<file path="config.mk">
export PLATFORM = sky130hd
export DESIGN_NAME = wmbus_three_of_six_telegram_extract_top_flat
export DESIGN_NICKNAME = d
export VERILOG_FILES = /design/src/design/wm3o6_pkg.sv /design/src/design/wm3o6_if.sv /design/src/design/wm3o6_sym_lane.sv /design/src/design/wm3o6_merge.sv /design/src/design/wm3o6_out_queue.sv /design/src/design/wmbus_three_of_six_telegram_extract_top.sv /design/src/flat_wrapper.sv
export SDC_FILE = /design/constraint.sdc
export NUM_CORES = 1
export LEC_CHECK = 0
export ABC_AREA = 1
export BUFFER_PORTS_ARGS = -buffer_cell sky130_fd_sc_hd__buf_2
export CAP_MARGIN = 15
export CORE_UTILIZATION = 40
export CTS_CLUSTER_DIAMETER = 50
export DETAILED_ROUTE_END_ITERATION = 16
export PLACE_DENSITY = 0.71
export SETUP_SLACK_MARGIN = 0.5
export SLEW_MARGIN = 30
export SYNTH_ARGS = -nofsm -noshare
export SYNTH_HDL_FRONTEND = slang
export SYNTH_SLANG_ARGS = --single-unit
</file>
<file path="constraint.sdc">
create_clock -name clk_i -period 2.4 [get_ports clk_i]
set_input_delay 0.48 -clock clk_i [delete_from_list [all_inputs] [get_ports clk_i]]
set_output_delay 0.48 -clock clk_i [all_outputs]
set_load 0.005 [all_outputs]
</file>
<file path="src/design/wm3o6_pkg.sv">
// Shared types and constants for the mode T 3-out-of-6 telegram extractor.
`default_nettype none

package wm3o6_pkg;

  localparam int unsigned GroupW    = 24;  // one received code group
  localparam int unsigned SymW      = 6;   // one 3-of-6 symbol
  localparam int unsigned NibW      = 4;
  localparam int unsigned NumSyms   = GroupW / SymW;
  localparam int unsigned ByteW     = 8;
  localparam int unsigned LenW      = 9;   // telegram length, up to 288
  localparam int unsigned LenBase   = 9;   // L field of a single block
  localparam int unsigned LenOffset = 3;   // L field byte plus first CRC
  localparam int unsigned BlockSh   = 4;   // 16 bytes per extra block
  localparam int unsigned QueueDepth = 2;

  // One lane's symbol decode.
  typedef struct packed {
    logic            ok;
    logic [NibW-1:0] nib;
  } lane_res_t;

  // Results caused by one accepted group, one or two bytes or one error.
  typedef struct packed {
    logic [ByteW-1:0] byte0;
    logic [ByteW-1:0] byte1;
    logic             last0;
    logic             last1;
    logic             err;
    logic             two;   // second byte present
  } item_t;

endpackage

`default_nettype wire

</file>
<file path="src/design/wm3o6_if.sv">
// Valid/ready channel interfaces for code groups and decoded bytes.
`default_nettype none

interface wm3o6_grp_if
  import wm3o6_pkg::*;
();
  logic              valid;
  logic              ready;
  logic [GroupW-1:0] code_group;
  logic              packet_start;

  modport source (output valid, output code_group, output packet_start, input ready);
  modport sink   (input valid, input code_group, input packet_start, output ready);
endinterface

interface wm3o6_byte_if
  import wm3o6_pkg::*;
();
  logic             valid;
  logic             ready;
  logic [ByteW-1:0] data_byte;
  logic             last_flag;
  logic             symbol_error;

  modport source (output valid, output data_byte, output last_flag, output symbol_error,
                  input ready);
  modport sink   (input valid, input data_byte, input last_flag, input symbol_error,
                  output ready);
endinterface

`default_nettype wire

</file>
<file path="src/design/wm3o6_sym_lane.sv">
// One symbol lane: 3-out-of-6 code to nibble, with validity flag.
`default_nettype none

module wm3o6_sym_lane
  import wm3o6_pkg::*;
(
  input  wire logic [SymW-1:0] sym_i,
  output lane_res_t            res_o
);

  always_comb begin
    res_o.ok = 1'b1;
    unique case (sym_i)
      6'h16: res_o.nib = 4'h0;
      6'h0D: res_o.nib = 4'h1;
      6'h0E: res_o.nib = 4'h2;
      6'h0B: res_o.nib = 4'h3;
      6'h1C: res_o.nib = 4'h4;
      6'h19: res_o.nib = 4'h5;
      6'h1A: res_o.nib = 4'h6;
      6'h13: res_o.nib = 4'h7;
      6'h2C: res_o.nib = 4'h8;
      6'h25: res_o.nib = 4'h9;
      6'h26: res_o.nib = 4'hA;
      6'h23: res_o.nib = 4'hB;
      6'h34: res_o.nib = 4'hC;
      6'h31: res_o.nib = 4'hD;
      6'h32: res_o.nib = 4'hE;
      6'h29: res_o.nib = 4'hF;
      default: begin
        res_o.ok  = 1'b0;
        res_o.nib = '0;
      end
    endcase
  end

endmodule

`default_nettype wire

</file>
<file path="src/design/wm3o6_merge.sv">
// Merges lane nibbles into bytes, tracks telegram length and packet state.
`default_nettype none

module wm3o6_merge
  import wm3o6_pkg::*;
(
  input  wire logic                    clk_i,
  input  wire logic                    rst_ni,
  input  wire logic                    accept_i,
  input  wire logic                    start_i,
  input  wire lane_res_t [NumSyms-1:0] lane_i,
  output logic                         push_o,
  output item_t                        item_o
);

  logic            in_packet_q, in_packet_d;
  logic [LenW-1:0] bytes_left_q, bytes_left_d;

  logic             all_ok;
  logic [ByteW-1:0] b0, b1;
  logic [ByteW-1:0] l_minus;
  logic [NibW-1:0]  blocks;
  logic [LenW-1:0]  tel_len, bl;
  logic             active;

  always_comb begin
    all_ok = 1'b1;
    for (int k = 0; k < NumSyms; k++) begin
      all_ok = all_ok & lane_i[k].ok;
    end
    b0 = {lane_i[0].nib, lane_i[1].nib};
    b1 = {lane_i[2].nib, lane_i[3].nib};

    // L + 3 + 2*trunc((L-9)/16), zero block term below 9
    l_minus = b0 - ByteW'(LenBase);
    blocks  = (b0 >= ByteW'(LenBase)) ? l_minus[ByteW-1 -: NibW] : '0;
    tel_len = {1'b0, b0} + LenW'(LenOffset) + {{(LenW-NibW-1){1'b0}}, blocks, 1'b0};

    active = start_i | in_packet_q;
    bl     = start_i ? tel_len : bytes_left_q;

    item_o.byte0 = b0;
    item_o.byte1 = b1;
    item_o.err   = 1'b0;
    item_o.last0 = (bl == LenW'(1));
    item_o.last1 = (bl == LenW'(2));
    item_o.two   = (bl >= LenW'(2));
    push_o       = accept_i & active;

    in_packet_d  = in_packet_q;
    bytes_left_d = bytes_left_q;
    if (accept_i && active) begin
      if (!all_ok) begin
        item_o       = '0;
        item_o.err   = 1'b1;
        in_packet_d  = 1'b0;
        bytes_left_d = '0;
      end else begin
        bytes_left_d = bl - (item_o.two ? LenW'(2) : LenW'(1));
        in_packet_d  = (bytes_left_d != '0);
      end
    end
  end

  always_ff @(posedge clk_i or negedge rst_ni) begin
    if (!rst_ni) begin
      in_packet_q  <= 1'b0;
      bytes_left_q <= '0;
    end else begin
      in_packet_q  <= in_packet_d;
      bytes_left_q <= bytes_left_d;
    end
  end

endmodule

`default_nettype wire

</file>
<file path="src/design/wm3o6_out_queue.sv">
// Two-entry result queue; serializes each entry into one or two bytes.
`default_nettype none

module wm3o6_out_queue
  import wm3o6_pkg::*;
(
  input  wire logic   clk_i,
  input  wire logic   rst_ni,
  input  wire logic   push_i,
  input  item_t       item_i,
  output logic        room_o,
  wm3o6_byte_if.source out
);

  localparam int unsigned PtrW = $clog2(QueueDepth);
  localparam int unsigned CntW = $clog2(QueueDepth + 1);

  item_t           mem_q [QueueDepth];
  logic [PtrW-1:0] wr_q, rd_q;
  logic [CntW-1:0] cnt_q;
  logic            sel_q;
  item_t           head;
  logic            take, pop;

  assign head  = mem_q[rd_q];
  assign take  = out.valid & out.ready;
  assign pop   = take & (sel_q == head.two);
  assign room_o = (cnt_q != CntW'(QueueDepth)) | pop;

  assign out.valid        = (cnt_q != '0);
  assign out.data_byte    = sel_q ? head.byte1 : head.byte0;
  assign out.last_flag    = sel_q ? head.last1 : head.last0;
  assign out.symbol_error = head.err;

  always_ff @(posedge clk_i) begin
    if (push_i) begin
      mem_q[wr_q] <= item_i;
    end
  end

  always_ff @(posedge clk_i or negedge rst_ni) begin
    if (!rst_ni) begin
      wr_q  <= '0;
      rd_q  <= '0;
      cnt_q <= '0;
      sel_q <= 1'b0;
    end else begin
      if (push_i) begin
        wr_q <= (wr_q == PtrW'(QueueDepth - 1)) ? '0 : wr_q + PtrW'(1);
      end
      if (pop) begin
        rd_q <= (rd_q == PtrW'(QueueDepth - 1)) ? '0 : rd_q + PtrW'(1);
      end
      if (push_i && !pop) begin
        cnt_q <= cnt_q + CntW'(1);
      end else if (pop && !push_i) begin
        cnt_q <= cnt_q - CntW'(1);
      end
      if (take) begin
        sel_q <= ~pop;
      end
    end
  end

  a_no_overflow: assert property (@(posedge clk_i) disable iff (!rst_ni)
    (push_i && cnt_q == CntW'(QueueDepth)) |-> pop)
    else $error("push into full result queue");

  a_sel_needs_entry: assert property (@(posedge clk_i) disable iff (!rst_ni)
    sel_q |-> (cnt_q != '0 && head.two))
    else $error("second byte selected without a two-byte entry");

  a_err_single: assert property (@(posedge clk_i) disable iff (!rst_ni)
    (out.valid && head.err) |-> (!head.two && !sel_q))
    else $error("error entry carries more than one result");

  a_cnt_range: assert property (@(posedge clk_i) disable iff (!rst_ni)
    cnt_q <= CntW'(QueueDepth))
    else $error("result queue count out of range");

endmodule

`default_nettype wire

</file>
<file path="src/design/wmbus_three_of_six_telegram_extract_top.sv">
// Top level of the wireless M-Bus mode T 3-out-of-6 telegram extractor.
//
//  channel | dir | handshake     | payload
//  --------+-----+---------------+------------------------------------------
//  grp_i   | in  | valid / ready | code_group[23:0], packet_start
//  byte_o  | out | valid / ready | data_byte[7:0], last_flag, symbol_error
//
// Flow: a group is decoded by four symbol lanes and merged in the cycle it
//   is accepted; its one or two result bytes leave one per cycle, while byte_o
//   is ready, from a two-entry result queue, so the one-byte output port sets
//   the sustained group rate.
// Stalls: groups keep being accepted while earlier results wait, until the
//   queue holds two groups' worth; ignored groups are dropped on acceptance
//   but they too wait for room in the queue.
// Reset: rst_ni clears packet state and the queue; the block is idle after.
`default_nettype none

module wmbus_three_of_six_telegram_extract_top
  import wm3o6_pkg::*;
(
  input  wire logic    clk_i,
  input  wire logic    rst_ni,
  wm3o6_grp_if.sink    grp_i,
  wm3o6_byte_if.source byte_o
);

  lane_res_t [NumSyms-1:0] lane_res;
  logic                    accept;
  logic                    push;
  logic                    room;
  item_t                   item;

  assign grp_i.ready = room;
  assign accept      = grp_i.valid & grp_i.ready;

  // Symbol lanes: lane 0 takes the earliest symbol in the top bits.
  for (genvar k = 0; k < NumSyms; k++) begin : g_lane
    wm3o6_sym_lane u_lane (
      .sym_i (grp_i.code_group[GroupW-1-SymW*k -: SymW]),
      .res_o (lane_res[k])
    );
  end

  // Merge: bytes, L field length, remaining count, abort on a bad symbol.
  wm3o6_merge u_merge (
    .clk_i    (clk_i),
    .rst_ni   (rst_ni),
    .accept_i (accept),
    .start_i  (grp_i.packet_start),
    .lane_i   (lane_res),
    .push_o   (push),
    .item_o   (item)
  );

  // Result queue and byte serializer.
  wm3o6_out_queue u_queue (
    .clk_i  (clk_i),
    .rst_ni (rst_ni),
    .push_i (push),
    .item_i (item),
    .room_o (room),
    .out    (byte_o)
  );

endmodule

`default_nettype wire
</file>
<file path="src/flat_wrapper.sv">
// flat-port wrapper written by rule: the top's interface ports become plain ports
module wmbus_three_of_six_telegram_extract_top_flat import wm3o6_pkg::*;
  (clk_i, rst_ni, grp_i_valid, grp_i_code_group, grp_i_packet_start, grp_i_ready, byte_o_valid, byte_o_data_byte, byte_o_last_flag, byte_o_symbol_error, byte_o_ready);
  wm3o6_grp_if grp_i_i ();
  wm3o6_byte_if byte_o_i ();
  input  wire logic clk_i;
  input  wire logic rst_ni;
  input wire logic [$bits(grp_i_i.valid)-1:0] grp_i_valid;
  input wire logic [$bits(grp_i_i.code_group)-1:0] grp_i_code_group;
  input wire logic [$bits(grp_i_i.packet_start)-1:0] grp_i_packet_start;
  output wire logic [$bits(grp_i_i.ready)-1:0] grp_i_ready;
  output wire logic [$bits(byte_o_i.valid)-1:0] byte_o_valid;
  output wire logic [$bits(byte_o_i.data_byte)-1:0] byte_o_data_byte;
  output wire logic [$bits(byte_o_i.last_flag)-1:0] byte_o_last_flag;
  output wire logic [$bits(byte_o_i.symbol_error)-1:0] byte_o_symbol_error;
  input wire logic [$bits(byte_o_i.ready)-1:0] byte_o_ready;
  assign grp_i_i.valid = grp_i_valid;
  assign grp_i_i.code_group = grp_i_code_group;
  assign grp_i_i.packet_start = grp_i_packet_start;
  assign grp_i_ready = grp_i_i.ready;
  assign byte_o_valid = byte_o_i.valid;
  assign byte_o_data_byte = byte_o_i.data_byte;
  assign byte_o_last_flag = byte_o_i.last_flag;
  assign byte_o_symbol_error = byte_o_i.symbol_error;
  assign byte_o_i.ready = byte_o_ready;
  wmbus_three_of_six_telegram_extract_top u_core (.clk_i(clk_i), .rst_ni(rst_ni), .grp_i(grp_i_i), .byte_o(byte_o_i));
endmodule
</file>
======== Word level (Yosys, flattened, before mapping) ========
Memories as Yosys holds them, arrays and structs flattened.
Index checks and enable logic that the tools add are counted.
storage, ports and cells
  bits of input ports ..................... 29
  bits in writable memories ............... 40
  output and inout port bits .............. 12
  logic and storage cells ................. 130
  register bits after elaboration ......... 15
  memories ................................ 1
cells by class
  bitwise gates (word level) .............. 10
  equal/unequal tests ..................... 68
  reductions and logical operators ........ 12
  $add $sub $neg .......................... 8
  muxes and demuxes ....................... 23
  $lt $le $gt $ge ......................... 2
memory list
  name                  words  width  read ports  clocked after memory_dff  wr ports  line                   text
  u_core.u_queue.mem_q  2      20     1           0                         1         wm3o6_out_queue.sv:18  item_t mem_q [QueueDepth];
operators by type and width
  kind                   count
  $pmux W4 S15           4
  $eq A6 B6 Y1 const B   32
  $eq A6 B5 Y1 const B   20
  $eq A6 B4 Y1 const B   12
  $reduce_or A16 Y1      4
  $mux W20               2
  $mux W9                2
  $mux W1                10
  $add A8 B2 Y9 const B  1
  $add A9 B5 Y9          1
  $eq A9 B1 Y1 const B   1
  $eq A9 B2 Y1 const B   1
  $ge A9 B2 Y1 const B   1
  $reduce_bool A9 Y1     1
  $sub A9 B2 Y9          1
  $ge A8 B4 Y1 const B   1
  $mux W8                1
  $sub A8 B4 Y8 const B  1
  $and A1 B1 Y1          7
  $mux W2                3
  $mux W4                1
  $reduce_bool A2 Y1     2
  $logic_and A1 B1 Y1    3
  $add A1 B1 Y1 const B  2
  other kinds (7)        9

======== Longest topological paths before layout ========
Gate-level depths: netlist of the first run.
  depth in word-level cells ............... 11
  depth in mapped cells ................... 38
  depth with buffers taken out ............ 38

======== By module ========
A second synthesis of the first run with hierarchy kept.
second synthesis, totals
  cell total of the unflattened synthesis .. 650
  area, all modules ....................... 4345.4 um^2
modules (own cells, without submodules)
  module                                   instances  cells an instance  area an instance (um^2)  seq. area each (um^2)
  wm3o6_out_queue                          1          130                1762.9                   1326.3
  wm3o6_merge                              1          246                1393.8                   250.2
  wm3o6_sym_lane                           4          68                 295.3                    0.0
  wmbus_three_of_six_telegram_extract_top  1          2                  7.5                      0.0

======== Worst setup path after synthesis of the first run ========
No wires, ideal clock.
  kind .................................... input to register
  start point ............................. input port grp_i_code_group[15]
  end point ............................... register u_core.u_merge.in_packet_q
  required time ........................... 2.270 ns
  slack ................................... -2.192 ns
  arrival time ............................ 4.462 ns
  path buffers ............................ 0
  setup time .............................. 0.130 ns
  stages .................................. 32
  cell sequence ........................... inv_1 > nor2_1 > inv_1 > nor2_1 > nand2_1 > o2111ai_1 > nor2_1 > a31oi_1 > inv_1 > nand2_1 > nor2_1 > a21oi_1 > ha_1 > inv_1 > ha_1 > fa_1 > mux2i_1 > nand2_1 > nor2_1 > nand2_1 > nor2_2 > nand2_2 > inv_1 > ha_1 > inv_1 > ha_1 > xnor2_1 > nand3_1 > nor4_1 > nand3_1 > nand2_1 > nand4_1
on the way
  cells in the longest elaborated chain, start to end .. 11
  elaborated cells between the ends (all ways) .. 33
  those cells by class .................... add/sub: 4; order compare: 2; eq/ne: 16; mux: 6; bitwise: 3; reduce/logical: 2
ends and longest elaborated chain
  element                                        line                                  text
  from (decl)                                    flat_wrapper.sv:9                     input wire logic [$bits(grp_i_i.code_group)-1:0] grp_i_code_group;
  $eq A6 B6 Y1, or another cell as far along     wm3o6_sym_lane.sv:13                  unique case (sym_i)
  $pmux W4 S15                                   wm3o6_sym_lane.sv:13
  $sub A8 B4 Y8 or $ge A8 B4 Y1 (tied branches)  wm3o6_merge.sv:35, wm3o6_merge.sv:36
  $mux W4                                        wm3o6_merge.sv:36                     blocks = (b0 >= ByteW'(LenBase)) ? l_minus[ByteW-1 -: NibW] : '0;
  $add A9 B5 Y9                                  wm3o6_merge.sv:37                     tel_len = {1'b0, b0} + LenW'(LenOffset) + {{(LenW-NibW-1){1'b0}}, blocks, 1'b0};
  $mux W9                                        wm3o6_merge.sv:40                     bl = start_i ? tel_len : bytes_left_q;
  $ge A9 B2 Y1                                   wm3o6_merge.sv:47                     item_o.two = (bl >= LenW'(2));
  $mux W2                                        wm3o6_merge.sv:59                     bytes_left_d = bl - (item_o.two ? LenW'(2) : LenW'(1));
  $sub A9 B2 Y9                                  wm3o6_merge.sv:59
  $reduce_bool A9 Y1                             wm3o6_merge.sv:60                     in_packet_d = (bytes_left_d != '0);
  $mux W1 *                                      wm3o6_merge.sv:53                     if (!all_ok) begin
  to (signal assigned)                           wm3o6_merge.sv:70                     in_packet_q <= in_packet_d;
  to (decl)                                      wm3o6_merge.sv:16                     logic in_packet_q, in_packet_d;
Every way passes the cells marked *; elsewhere a longest branch is shown, timed or not.
A chain may end at the register's enable or synchronous reset.

======== Final worst setup path of the first run ========
  start point ............................. input port grp_i_code_group[16]
  end point ............................... register u_core.u_merge.in_packet_q
The elaborated chain is that of the path after synthesis.

==> results.cfg, run 1 <==
[floorplan]
core_area_mm2 = 0.00986
die_x_um = 103
initial_core_util_pct = 41.7
die-area_mm2 = 0.0107
rows = 36
die_h_um = 103
boundaryPins = 41

[global_route]
grt_max_degree = 18
grt_pass1_vias = 4451
grt_antenna_before_repair = 0
grt_use_total_pct = 25.0
gr-total-overflow = 0
grt_first_pass_wirelength_um = 20500

[yosys]
netlist_top_cells_area = edfxtp_1 (29%), dfrtp_1 (9.1%), nand2_1 (9.0%), inv_1 (7.2%), nor2_1 (6.9%)
syn_area_per_cell_um2 = 7.52
ys_async_sr_fraction_pct = 27.3
ys_seq_area_share_pct = 38.3
syn_inst = 547
ys_ff_latch = 55
yosysWarnings = 0
synth_edf_count = 40
ys.flop_type = edfxtp_1
syn-cell-area_mm2 = 0.00411
synth.net_count = 588
synth_top_area_share_pct = 29.2
synth_cell_types = 44
yosys.area.top_type = edfxtp_1

[cts]
clk_path_buf_depth = 2
clock_latency_ps = 320
cts-htree-levels = 2
clk_pin_slew_ps = 120
numCtsBuffers = 5
cts_tree = done
cts_hold_buf = 0
cts_root_buf = clkbuf_8
clock_sinks = 55

[drt]
drt_first_pass_iters = 5
wire_per_inst_um = 18.1
vias = 4857
viasPerCell = 5.54
routed_wl_um = 15800
route.detailed.drc = 0
drt_iter0_markers = 342
postRouteAntennaNets = 0

[cells_and_area]
drive_above_1_share_pct = 54.4
nNetsFinal = 784
final_cell_area_mm2 = 0.00708
final_cells = 877
utilization_pct = 71.8
insertedDiodeCount = 0
mostFrequentLayoutCell = buf_4
fill_cells = 598
multi_input_area_mm2 = 0.00302
syn2layout_area_growth_pct = 72.2
final_cell_mix = buf_4 (102), nand2_1 (77), inv_1 (54)
seq_area_mm2 = 0.00158

[timing]
min_period_over_period_pct = 192
whs_ps = 71.6
max_freq_mhz = 217
tightest_slew_ps = 540
slew_violations = 0
hold_violations = 0
setup_viol = 50
setup_tns_ps = -76440
worst_slack_ps = -2210
fin_skew_ps = 14.1
fin_crit_ps = 4610
slew_headroom_pct = 63.6
rsz0062_at_grt = true

[pwr]
switchingPower_mw = 2.15
switching_share_pct = 41.7
p_leak_nw = 3.25
pwr-share-seq_pct = 24.7
pwr-share-comb_pct = 63.8
total_power_mw = 5.17
intPower_mw = 3.02
power.density_mw_per_mm2 = 731
ir_drop_v = 0.000511
clockPowerShare_pct = 11.4

[worst_hold_path]
hp-class = in2async

[place]
place_ws_ps = -2440
place_area_mm2 = 0.00523
place_congestion = 0.916
hpwl_um = 7930
dp_cells = 783
port_buffers = 40

[worst_setup_path]
crit_required_ps = 2600
r2r_slack_ps = -120
rr_startpoint = u_core.u_merge.bytes_left_q[3]
worst_path_max_delay_cell = fa_2
path_class = in2reg
max_stage_delay_ps = 380
critical_path.max_fanout = 4
start_kind = input pin
r2r_cells = 17
cp-end-kind = flop
worst_ep_arrival_time_ps = 4810
r2r-end = u_core.u_merge.in_packet_q
crit_top_cell = inv_2

[outcome]
status = finished with violations
violations = setup timing

[run]
cap_violations = 0
==> flip-flops by register name, indices dropped and copies added, names as in the netlist <==
register and cells:
u_core.u_merge.bytes_left_q 9, u_core.u_merge.in_packet_q 1, u_core.u_queue.cnt_q 2, u_core.u_queue.mem_q 40, u_core.u_queue.rd_q 1, u_core.u_queue.sel_q 1, u_core.u_queue.wr_q 1
==> worst max-delay path by stage <==
| stage | start | end | slack [ps] | cells past startpoint |
|---|---|---|---|---|
| after CTS | grp_i_code_group[13] | u_core.u_merge.in_packet_q | -1800 | 37 |
| after global routing | grp_i_code_group[13] | u_core.u_merge.in_packet_q | -2470 | 33 |
| after global placement | grp_i_code_group[13] | u_core.u_merge.in_packet_q | -2220 | 36 |
| after detailed placement | grp_i_code_group[15] | u_core.u_merge.in_packet_q | -2440 | 35 |
| final | grp_i_code_group[16] | u_core.u_merge.in_packet_q | -2210 | 32 |
| after floorplan | grp_i_code_group[15] | u_core.u_merge.in_packet_q | -1940 | 32 |
==> logic make-up after synthesis <==
| logic type | after synthesis | share of synthesized area, % |
|---|---|---|
| AO/OA/AOI/OAI | 74 | 10.3 |
| XOR/XNOR | 9 | 1.92 |
| adder cells (fa/ha/maj) | 12 | 3.83 |
| buffers and inverters | 93 | 8.98 |
| flip-flops | 55 | 38.3 |
| multiplexers | 2 | 0.487 |
| AND/OR/NAND/NOR | 302 | 36.2 |
==> what timing repair did <==
item,in CTS,in global routing
cloned,8,3
setup endpoints to repair,102,104
gates resized for setup,162,99
pin swaps,66,65
buffers inserted,52,23
==> final cells by class <==
| class | count | area share [%] |
|---|---|---|
| repair inverters | 5 | 0.583 |
| clock buffers | 6 | 1.17 |
| inverters | 85 | 5.64 |
| repair buffers | 192 | 25.1 |
| clock inverters | 2 | 0.230 |
| multi-input cells | 399 | 42.7 |
| well taps | 133 | 2.35 |
| flip-flops and latches | 55 | 22.3 |
==> synthesized netlist by cell type (3+ instances only) <==
cell	number
nand2_1	99
inv_1	79
nor2_1	76
nand3_1	55
edfxtp_1	40
o21ai_0	35
a21oi_1	16
dfrtp_1	15
nor2_2	15
nand4_1	12
ha_1	11
nand2_2	11
o22ai_1	11
nor3_1	10
xor2_1	7
clkbuf_1	5
inv_2	4
nand2_4	4
nand3_2	4
nor2_4	3
o21ai_1	3
==> per-layer routing <==
layer / vias up / share of wire (%) / GRT usage, %
li1: 2226 / - / -
met1: 2263 / 37 / 28.8
met2: 287 / 51 / 46.7
met3: 81 / 6.2 / 2.69
met4: 0 / 5.3 / 10.6
met5: - / 0 / 0
==> critical path, delay by kind of cell <==
kind | cells | cell delay (ps)
AO/OA/AOI/OAI | 5 | 970
adder cells (fa/ha/maj) | 5 | 1050
XOR/XNOR | 1 | 150
buffers and inverters | 7 | 610
AND/OR/NAND/NOR | 14 | 1520
==> power groups by stage <==
stage               Combinational [mW]  Clock [mW]  Sequential [mW]
floorplan                         1.11           0             1.26
global placement                  1.74           0             1.27
detailed placement                1.78           0             1.27
CTS                               2.51       0.555             1.25
global route                      3.50       0.607             1.29
finish                            3.30       0.591             1.28
Power figures use the tool's default switching activity.
==> inputs of run 2 (changes only) <==
GPL_ROUTABILITY_DRIVEN = 0   (was unset)
RECOVER_POWER = 50   (was unset)
==> run 2 against run 1 <==
Against the previous run: the run still ends with setup timing left; flip-flop and latch count did not move; setup slack got worse by 12 ps; combinational power increased by 12%; register-to-register slack worse by 40 ps; clock power hardly changed; total power up 8.2%; worst hold slack better by 200 ps; core utilization increased by 0.63 points; critical path type unchanged; largest power group unchanged.
==> results.cfg, run 2 (synthesis gave the netlist of run 1 again) <==
[worst_setup_path]
path_class = in2reg
r2r_cells = 16
r2r_slack_ps = -160
rr_startpoint = u_core.u_merge.bytes_left_q[2]
worst_ep_arrival_time_ps = 4810
max_stage_delay_ps = 400
cp-end-kind = flop
crit_end = u_core.u_merge.in_packet_q
crit_start = grp_i_code_group[13]
crit_required_ps = 2580
worst_path_max_delay_cell = fa_2
start_kind = input pin
r2r-end = u_core.u_merge.in_packet_q
critical_path.max_fanout = 3

[timing]
rsz0062_at_grt = true
whs_ps = 274
worst_slack_ps = -2230
fin_crit_ps = 4630
tightest_slew_ps = 943
slew_headroom_pct = 37.1
hold_violations = 0
min_period_over_period_pct = 193
slew_violations = 0
setup_viol = 36
max_freq_mhz = 216
fin_skew_ps = 10.4

[drt]
drt_iter0_markers = 345
routed_wl_um = 16600
drt_first_pass_iters = 7
vias = 4921
postRouteAntennaNets = 0
viasPerCell = 5.72
wire_per_inst_um = 19.2
route.detailed.drc = 0

[run]
cap_violations = 0

[cells_and_area]
nNetsFinal = 768
largest_reg_flops = 40
multi_input_area_mm2 = 0.00321
final_cell_mix = buf_4 (101), nand2_1 (65), inv_1 (55)
mostFrequentLayoutCell = buf_4
drive_above_1_share_pct = 59.3
seq_area_mm2 = 0.00158
syn2layout_area_growth_pct = 73.7
top_regs = u_core.u_queue.mem_q x40, u_core.u_merge.bytes_left_q x9, u_core.u_queue.cnt_q x2
final_cell_area_mm2 = 0.00714
insertedDiodeCount = 0
fill_cells = 609
largest-register = u_core.u_queue.mem_q

[cts]
cts_hold_buf = 0
clk_pin_slew_ps = 110
clock_sinks = 55
cts_tree = done
cts_root_buf = clkbuf_8
cts-htree-levels = 2
clock_latency_ps = 310
numCtsBuffers = 5
clk_path_buf_depth = 2

[global_route]
gr-total-overflow = 0
grt.busiest_layer = met2
grt_antenna_before_repair = 0
grt_pass1_vias = 4441
grt_max_degree = 18
grtUsageMet3_pct = 2.69
grt_first_pass_wirelength_um = 20100
grt_use_total_pct = 24.3
grt_util_met2_pct = 46.0
grtUsageMet1_pct = 28.0

[outcome]
status = finished with violations
violations = setup timing

[pwr]
ir_drop_v = 0.000626
p_leak_nw = 3.22
power.density_mw_per_mm2 = 783

[place]
hpwl_um = 7780
place_area_mm2 = 0.00518
place_ws_ps = -2350
port_buffers = 40

[floorplan]
rows = 36
die-area_mm2 = 0.0107
initial_core_util_pct = 41.7
boundaryPins = 41
die_h_um = 103
core_area_mm2 = 0.00986
die_x_um = 103

[worst_hold_path]
hp-class = in2async
==> run 2: layer usage <==
metal	share of wire (%)	up-vias
li1	-	2188
met4	6.2	0
met3	6.6	105
met2	52	320
met1	35	2308
met5	0	-
==> run 2: what timing repair did <==
action                                  in CTS  in global routing
pin swaps                                   48                 66
gates resized for setup                    149                188
gates cloned                                 8                  1
endpoints found under the setup margin     103                104
buffers inserted                            40                 27
==> run 2: stage by stage <==
stage                     cells  TNS, ps  total power [mW]  util (%)
after CTS                   833   -23850              4.57      63.2
after floorplan             547   -25410              2.37         -
after global routing        861   -36000              5.82      72.4
final                       861   -31120              5.60      72.4
after global placement      777   -31780              2.99      52.5
after detailed placement    777   -34680              3.06      52.5
==> run 2: worst max-delay path: cells and delay by family <==
kind | cells | cell delay [ps]
AND/OR/NAND/NOR | 15 | 1800
adder cells (fa/ha/maj) | 5 | 1190
AO/OA/AOI/OAI | 5 | 700
buffers and inverters | 7 | 480
XOR/XNOR | 1 | 150
==> run 2: cell type report <==
class,count,area share (%)
clock buffer,7,1.37
sequential,55,22.1
multi-input combinational,399,45.0
timing repair inverter,2,0.123
clock inverter,1,0.105
tap,133,2.33
inverter,85,5.64
timing repair buffer,179,23.4
==> run 2: worst min-delay path by stage <==
stage | start | endpoint | slack, ps | depth (start not counted)
after CTS | rst_ni | u_core.u_queue.cnt_q[1] | 80 | 1
after global routing | rst_ni | u_core.u_queue.rd_q | 320 | 1
after global placement | rst_ni | u_core.u_queue.cnt_q[1] | 410 | 1
after detailed placement | rst_ni | u_core.u_queue.cnt_q[1] | 410 | 1
final | rst_ni | u_core.u_queue.rd_q | 270 | 1
after floorplan | rst_ni | u_core.u_merge.bytes_left_q[0] | 180 | 0
==> run 2: report_power, final <==
group          total (mW)  switching, mW  internal [mW]
combinational        3.70           1.90           1.80
sequential           1.30          0.107           1.20
clock               0.593          0.323          0.271
